File: config.mk
export PLATFORM = sky130hd
export DESIGN_NAME = plb_cell
export DESIGN_NICKNAME = d
export VERILOG_FILES = /design/src/rtl/plb_pkg.sv /design/src/rtl/plb_cell.sv
export SDC_FILE = /design/constraint.sdc
export NUM_CORES = 1
export LEC_CHECK = 0
export BUFFER_PORTS_ARGS = -buffer_cell sky130_fd_sc_hd__buf_2
export CAP_MARGIN = 40
export CORE_MARGIN = 2
export CORE_UTILIZATION = 25
export DETAILED_ROUTE_END_ITERATION = 12
export PLACE_DENSITY_LB_ADDON = 0.2
export SLEW_MARGIN = 40
export SYNTH_ARGS = -nofsm -noshare
export SYNTH_HDL_FRONTEND = slang
export SYNTH_SLANG_ARGS = --single-unit
File: constraint.sdc
create_clock -name clk_i -period 11.9 [get_ports clk_i]
set_clock_uncertainty 0.15 [all_clocks]
set_input_delay 1.19 -clock clk_i [delete_from_list [all_inputs] [get_ports clk_i]]
set_output_delay 1.19 -clock clk_i [all_outputs]
set_load 0.05 [all_outputs]
File: src/rtl/plb_pkg.sv
// Shared types and codes for the price level book.
`timescale 1ns / 1ps

package plb_pkg;

  localparam int PRICE_W = 32;
  localparam int QTY_W   = 32;
  localparam int VOL_W   = 48;
  localparam int CNT_W   = 16;
  localparam int RANK_W  = 6;

  localparam logic       KIND_ADD    = 1'b0;
  localparam logic       KIND_CANCEL = 1'b1;
  localparam logic       SIDE_BID    = 1'b0;
  localparam logic       SIDE_ASK    = 1'b1;

  localparam logic [1:0] STATUS_OK        = 2'd0;
  localparam logic [1:0] STATUS_FULL      = 2'd1;
  localparam logic [1:0] STATUS_NOT_FOUND = 2'd2;

  localparam logic [RANK_W-1:0] RANK_MAX = '1;

  // search word walking down the cell chain
  typedef struct packed {
    logic              valid;
    logic              kind;
    logic              side;
    logic [PRICE_W-1:0] price;
    logic [QTY_W-1:0]   qty;
    logic [RANK_W-1:0]  rank;
    logic              hit;
    logic              removed;
    logic [VOL_W-1:0]   vol;
    logic              hole;
  } token_t;

  // broadcast that opens a new level in one cell
  typedef struct packed {
    logic              en;
    logic              side;
    logic [PRICE_W-1:0] price;
    logic [QTY_W-1:0]   qty;
  } create_t;

  typedef enum logic [1:0] {
    ST_IDLE,
    ST_WALK,
    ST_FINISH
  } state_e;

endpackage

File: src/rtl/plb_cell.sv
// One cell of the chain: a bid level and an ask level plus the search stage.
`timescale 1ns / 1ps

module plb_cell #(
  parameter int IW  = 6,
  parameter int IDX = 0
) (
  input  logic             clk_i,
  input  logic             rst_ni,
  input  plb_pkg::token_t  tok_i,
  input  logic [IW-1:0]    hole_idx_i,
  output plb_pkg::token_t  tok_o,
  output logic [IW-1:0]    hole_idx_o,
  input  plb_pkg::create_t create_i,
  input  logic [IW-1:0]    create_idx_i
);

  localparam logic [IW-1:0] MY_IDX = IW'(IDX);

  logic                         valid_q [2];
  logic [plb_pkg::PRICE_W-1:0] price_q [2];
  logic [plb_pkg::VOL_W-1:0]   total_q [2];
  logic [plb_pkg::CNT_W-1:0]   count_q [2];

  plb_pkg::token_t             tok_d, tok_q;
  logic [IW-1:0]               hole_idx_d, hole_idx_q;

  logic                         v_sel;
  logic [plb_pkg::PRICE_W-1:0] p_sel;
  logic [plb_pkg::VOL_W-1:0]   t_sel;
  logic [plb_pkg::CNT_W-1:0]   c_sel;
  logic                         match, better, upd, do_create;
  logic [plb_pkg::VOL_W:0]     sum;
  logic [plb_pkg::VOL_W-1:0]   total_d;
  logic [plb_pkg::CNT_W-1:0]   count_d;
  logic                         keep_valid;

  assign v_sel = valid_q[tok_i.side];
  assign p_sel = price_q[tok_i.side];
  assign t_sel = total_q[tok_i.side];
  assign c_sel = count_q[tok_i.side];

  assign match  = tok_i.valid && v_sel && (p_sel == tok_i.price);
  assign better = v_sel && ((tok_i.side == plb_pkg::SIDE_BID) ? (p_sel > tok_i.price)
                                                               : (p_sel < tok_i.price));
  assign upd       = match;
  assign do_create = create_i.en && (create_idx_i == MY_IDX);

  always_comb begin
    sum        = {1'b0, t_sel} + {{(plb_pkg::VOL_W + 1 - plb_pkg::QTY_W){1'b0}}, tok_i.qty};
    total_d    = t_sel;
    count_d    = c_sel;
    keep_valid = 1'b1;
    if (tok_i.kind == plb_pkg::KIND_ADD) begin
      total_d = sum[plb_pkg::VOL_W] ? '1 : sum[plb_pkg::VOL_W-1:0];
      if (c_sel != '1) count_d = c_sel + 1'b1;
    end else begin
      total_d = (t_sel > {{(plb_pkg::VOL_W - plb_pkg::QTY_W){1'b0}}, tok_i.qty})
              ? t_sel - {{(plb_pkg::VOL_W - plb_pkg::QTY_W){1'b0}}, tok_i.qty} : '0;
      if (c_sel != '0) count_d = c_sel - 1'b1;
      keep_valid = (count_d != '0);
    end
  end

  always_comb begin
    tok_d      = tok_i;
    hole_idx_d = hole_idx_i;
    tok_d.rank = (tok_i.rank == plb_pkg::RANK_MAX) ? tok_i.rank
               : tok_i.rank + plb_pkg::RANK_W'(better);
    if (match) begin
      tok_d.hit     = 1'b1;
      tok_d.removed = !keep_valid;
      tok_d.vol     = keep_valid ? total_d : '0;
    end
    if (!v_sel && !tok_i.hole) begin
      tok_d.hole = 1'b1;
      hole_idx_d = MY_IDX;
    end
    if (!tok_i.valid) tok_d = '0;
  end

  always_ff @(posedge clk_i or negedge rst_ni) begin
    if (!rst_ni) begin
      tok_q      <= '0;
      valid_q[0] <= 1'b0;
      valid_q[1] <= 1'b0;
    end else begin
      tok_q <= tok_d;
      if (upd) valid_q[tok_i.side] <= keep_valid;
      else if (do_create) valid_q[create_i.side] <= 1'b1;
    end
  end

  always_ff @(posedge clk_i) begin
    hole_idx_q <= hole_idx_d;
    if (upd) begin
      total_q[tok_i.side] <= total_d;
      count_q[tok_i.side] <= count_d;
    end else if (do_create) begin
      price_q[create_i.side] <= create_i.price;
      total_q[create_i.side] <= {{(plb_pkg::VOL_W - plb_pkg::QTY_W){1'b0}}, create_i.qty};
      count_q[create_i.side] <= plb_pkg::CNT_W'(1);
    end
  end

  assign tok_o      = tok_q;
  assign hole_idx_o = hole_idx_q;

endmodule

==> run_results.csv <==
group,metric,value,unit
clocking,numCtsBuffers,41,
pwr,sw_frac_of_total,0.2918,
pwr,pwr-share-seq,0.409,
placed_design,portBuffers,333,
clocking,h-tree-depth,2,
clocking,root_buffer,"clkbuf_16",
synth,ys_seq_area_frac,0.4617,
synth,yosys.area_share.simple,0.1556,
sta,fmax,158.7,MHz
floorplan,start_util,0.2527,
grt,grt.total_usage,0.1804,
layout,multi_input_area,9882,µm²
synth,synth_area_per_cell,10.04,µm²
synth,synthTopCellsByArea,"edfxtp_1 (29%), dfrtp_1 (16%), ha_1 (7.1%), mux2_2 (4.8%), nor2_1 (4.1%)",
sta,min_period_over_period,0.5295,
clocking,clkLatencyLatePin,0.59,ns
placed_design,place_congestion,0.8907,
worst_setup_path,cp.arrival,6.43,ns
pwr,intPower,2.138,mW
layout,final_cell_mix,"buf_2 (332), nor2_1 (215), edfxtp_1 (192)",
pwr,p_comb_frac,0.178,
clocking,cts_buffer_depth,3,
worst_setup_path,start_kind,"input pin",
routing,drc,0,
grt,grt_pass1_wl,110800,µm
layout,syn_to_final_growth,21.71,%
placed_design,post_dp_cell_area,22460,µm²
worst_setup_path,worstSetupEndpointType,"flip-flop",
synth,yosysTopAreaCell,"edfxtp_1",
run,drv_cap,0,
routing,wl_per_cell,22.47,µm
floorplan,boundaryPins,334,
pwr,p_leak,9.931,nW
sta,fin_tns_setup,0,ns
layout,finish.net_count,2571,
synth,synth_compound_gate_area_share,0.1774,
routing,routed_wl,74810,µm
layout,regArea,9039,µm²
grt,grt_pass1_vias,17170,
synth,synth_top_area_share,0.2945,
status,status,"complete, no violations",
sta,setup_viol,0,
pwr,p_clk_frac,0.412,
synth,synth.net_count,2266,
layout,fillers,8115,
sta,hold_viol_final,0,
synth,synthAdderAreaFrac,0.07299,
sta,maxSlewViolCount,0,
worst_setup_path,path_class,"input pin to flip-flop",
clocking,cts_setup_buffers,0,
routing,antenna_left,0,
worst_setup_path,crit_fanout,101,
synth,synthArstFlopShare,0.3889,
routing,vias_per_cell,5.035,
worst_hold_path,min_path_type,"flip-flop to flip-flop",
floorplan,dieArea,80560,µm²
synth,synth_flop_cell,"edfxtp_1",
clocking,clock_sinks,324,
floorplan,die_h,283.8,µm
synth,synth_edf_count,192,
clocking,cts_tree,"built",
worst_setup_path,worstPathRequired,12.02,ns
floorplan,rows,102,
synth,syn_inst,1949,
clocking,path_clk_slew,0.06,ns
floorplan,fp.dieW,283.8,µm
clocking,cts_resized,0,
routing,drt-initial-drc-count,1317,
sta,relSlewSlack,0.3869,
pwr,p_per_area,126.7,nW/µm²
layout,layout_commonest_cell,"buf_2",
pwr,switching_power,0.8813,mW
pwr,ir_worst_vdd,0.00008326,V
grt,antenna_found_initial,9,
grt,grt_max_degree,102,
grt,overflow,0,
routing,dr.pass1.iters,5,
floorplan,coreArea,77470,µm²
synth,synth_cell_types,88,
routing,routed-via-count,16760,
sta,fin_crit,6.301,ns
synth,yosys_warnings,0,
synth,muxShareOfSynthArea,0.06941,
synth,synth_top_family_by_area,"compound AO/OA/AOI/OAI gates",
sta,rsz0062_at_grt,"false",
clocking,cts_hold_buf,0,
synth,ys_ff_latch,324,
synth,synth_area,19580,µm²
placed_design,place_hpwl,55280,µm
layout,final_cell_area,23830,µm²
synth,synth-xor-area-share,0.02371,
sta,worstMarginPinSlew,0.9157,ns
layout,drive_gt1_frac,0.2362,
area by class of cell:
cell class | instances | area share
multi-input cells | 1434 | 0.4147
flip-flops and latches | 324 | 0.3794
repair buffers | 356 | 0.07919
well taps | 1040 | 0.05461
clock buffers | 63 | 0.05041
inverters | 97 | 0.01528
clock inverters | 12 | 0.006091
diodes | 3 | 0.0003151
layer usage:
layer | share of wire | track usage | vias to the layer above
met5 | 0.00074 | 0 | -
met1 | 0.44 | 0.2373 | 8273
met4 | 0.027 | 0.05291 | 8
met3 | 0.058 | 0.03384 | 116
li1 | - | - | 7848
met2 | 0.47 | 0.3002 | 517
state kept, by name, summed over array words and instances, names as in the netlist:
signal / cells
total_q: 96
valid_q: 2
count_q: 32
hole_idx_o: 6
price_q: 64
tok_o: 124
critical path, cell delays in order:
cell,delay [ns]
buf_6,0.43
buf_12,0.49
mux2_2,0.42
ha_1,0.53
inv_1,0.20
a21oi_1,0.28
a21bo_2,0.26
a311oi_1,0.34
o21ai_0,0.39
o21ai_4,0.25
buf_4,0.47
a21oi_1,0.12
a211oi_1,0.70
a21oi_1,0.22
synthesized netlist by cell type (11+ instances only):
| cell | n |
|---|---|
| nor3_1 | 47 |
| nor4_1 | 21 |
| edfxtp_1 | 192 |
| a31oi_1 | 21 |
| a21oi_1 | 143 |
| nor2b_1 | 33 |
| o211ai_1 | 16 |
| ha_1 | 111 |
| dfrtp_1 | 126 |
| xnor2_1 | 39 |
| a21o_1 | 26 |
| nand2b_1 | 15 |
| and2_1 | 13 |
| o21ai_0 | 76 |
| or3_1 | 17 |
| a211oi_1 | 25 |
| clkbuf_1 | 71 |
| o21ai_1 | 30 |
| mux2i_1 | 39 |
| o31ai_1 | 27 |
| o22ai_1 | 12 |
| and4_1 | 11 |
| mux2_2 | 84 |
| nand2_1 | 125 |
| a22o_1 | 13 |
| xor2_1 | 14 |
| nand3_1 | 31 |
| nand4_1 | 19 |
| inv_1 | 96 |
| o21a_1 | 18 |
| nor2_1 | 216 |
| and3_1 | 17 |
path summary, 6_finish.rpt:
| path | startpoint | to | slack (ns) | cells after the start |
|---|---|---|---|---|
| min in group asynchronous | rst_ni | tok_o[56] | 0.52 | 1 |
| setup / recovery | tok_i[121] | total_q[1][20] | 5.60 | 14 |
| hold reg to reg | valid_q[0] | valid_q[0] | 0.35 | 1 |
| max in group asynchronous | rst_ni | tok_o[35] | 10.03 | 2 |
| setup reg to reg | total_q[1][27] | total_q[1][20] | 7.01 | 12 |
| hold / removal | valid_q[0] | valid_q[0] | 0.35 | 1 |
metrics by stage:
stage / power [mW] / util / setup WS (ns) / hold WS (ns) / cells
floorplan: 1.601 / - / 1.236 / 0.3077 / 1949
global placement: 1.792 / 0.2891 / 5.031 / 0.3331 / 3249
detailed placement: 1.795 / 0.2899 / 4.982 / 0.3422 / 3251
CTS: 3.062 / 0.3072 / 5.599 / 0.3515 / 3326
global route: 3.149 / 0.3076 / 5.312 / 0.3734 / 3329
finish: 3.020 / 0.3076 / 5.599 / 0.3478 / 3329
power groups by stage:
stage / Clock, mW / Sequential [mW] / Combinational, mW
floorplan: 0 / 1.34 / 0.261
global placement: 0 / 1.26 / 0.534
detailed placement: 0 / 1.26 / 0.537
CTS: 1.29 / 1.24 / 0.540
global route: 1.33 / 1.24 / 0.583
finish: 1.25 / 1.24 / 0.538
cell families (layout without fill, tap and decap cells):
kind of cell / Yosys count / in the layout
buffers and inverters: 191 / 528
adders and majority gates: 113 / 113
AOI/OAI and AO/OA: 527 / 527
xor gates and xnor gates: 53 / 53
and+or+nand+nor: 617 / 617
muxes: 124 / 124
DFF: 324 / 324
other: 0 / 3
Note: power is estimated with default switching activity, not from simulation.
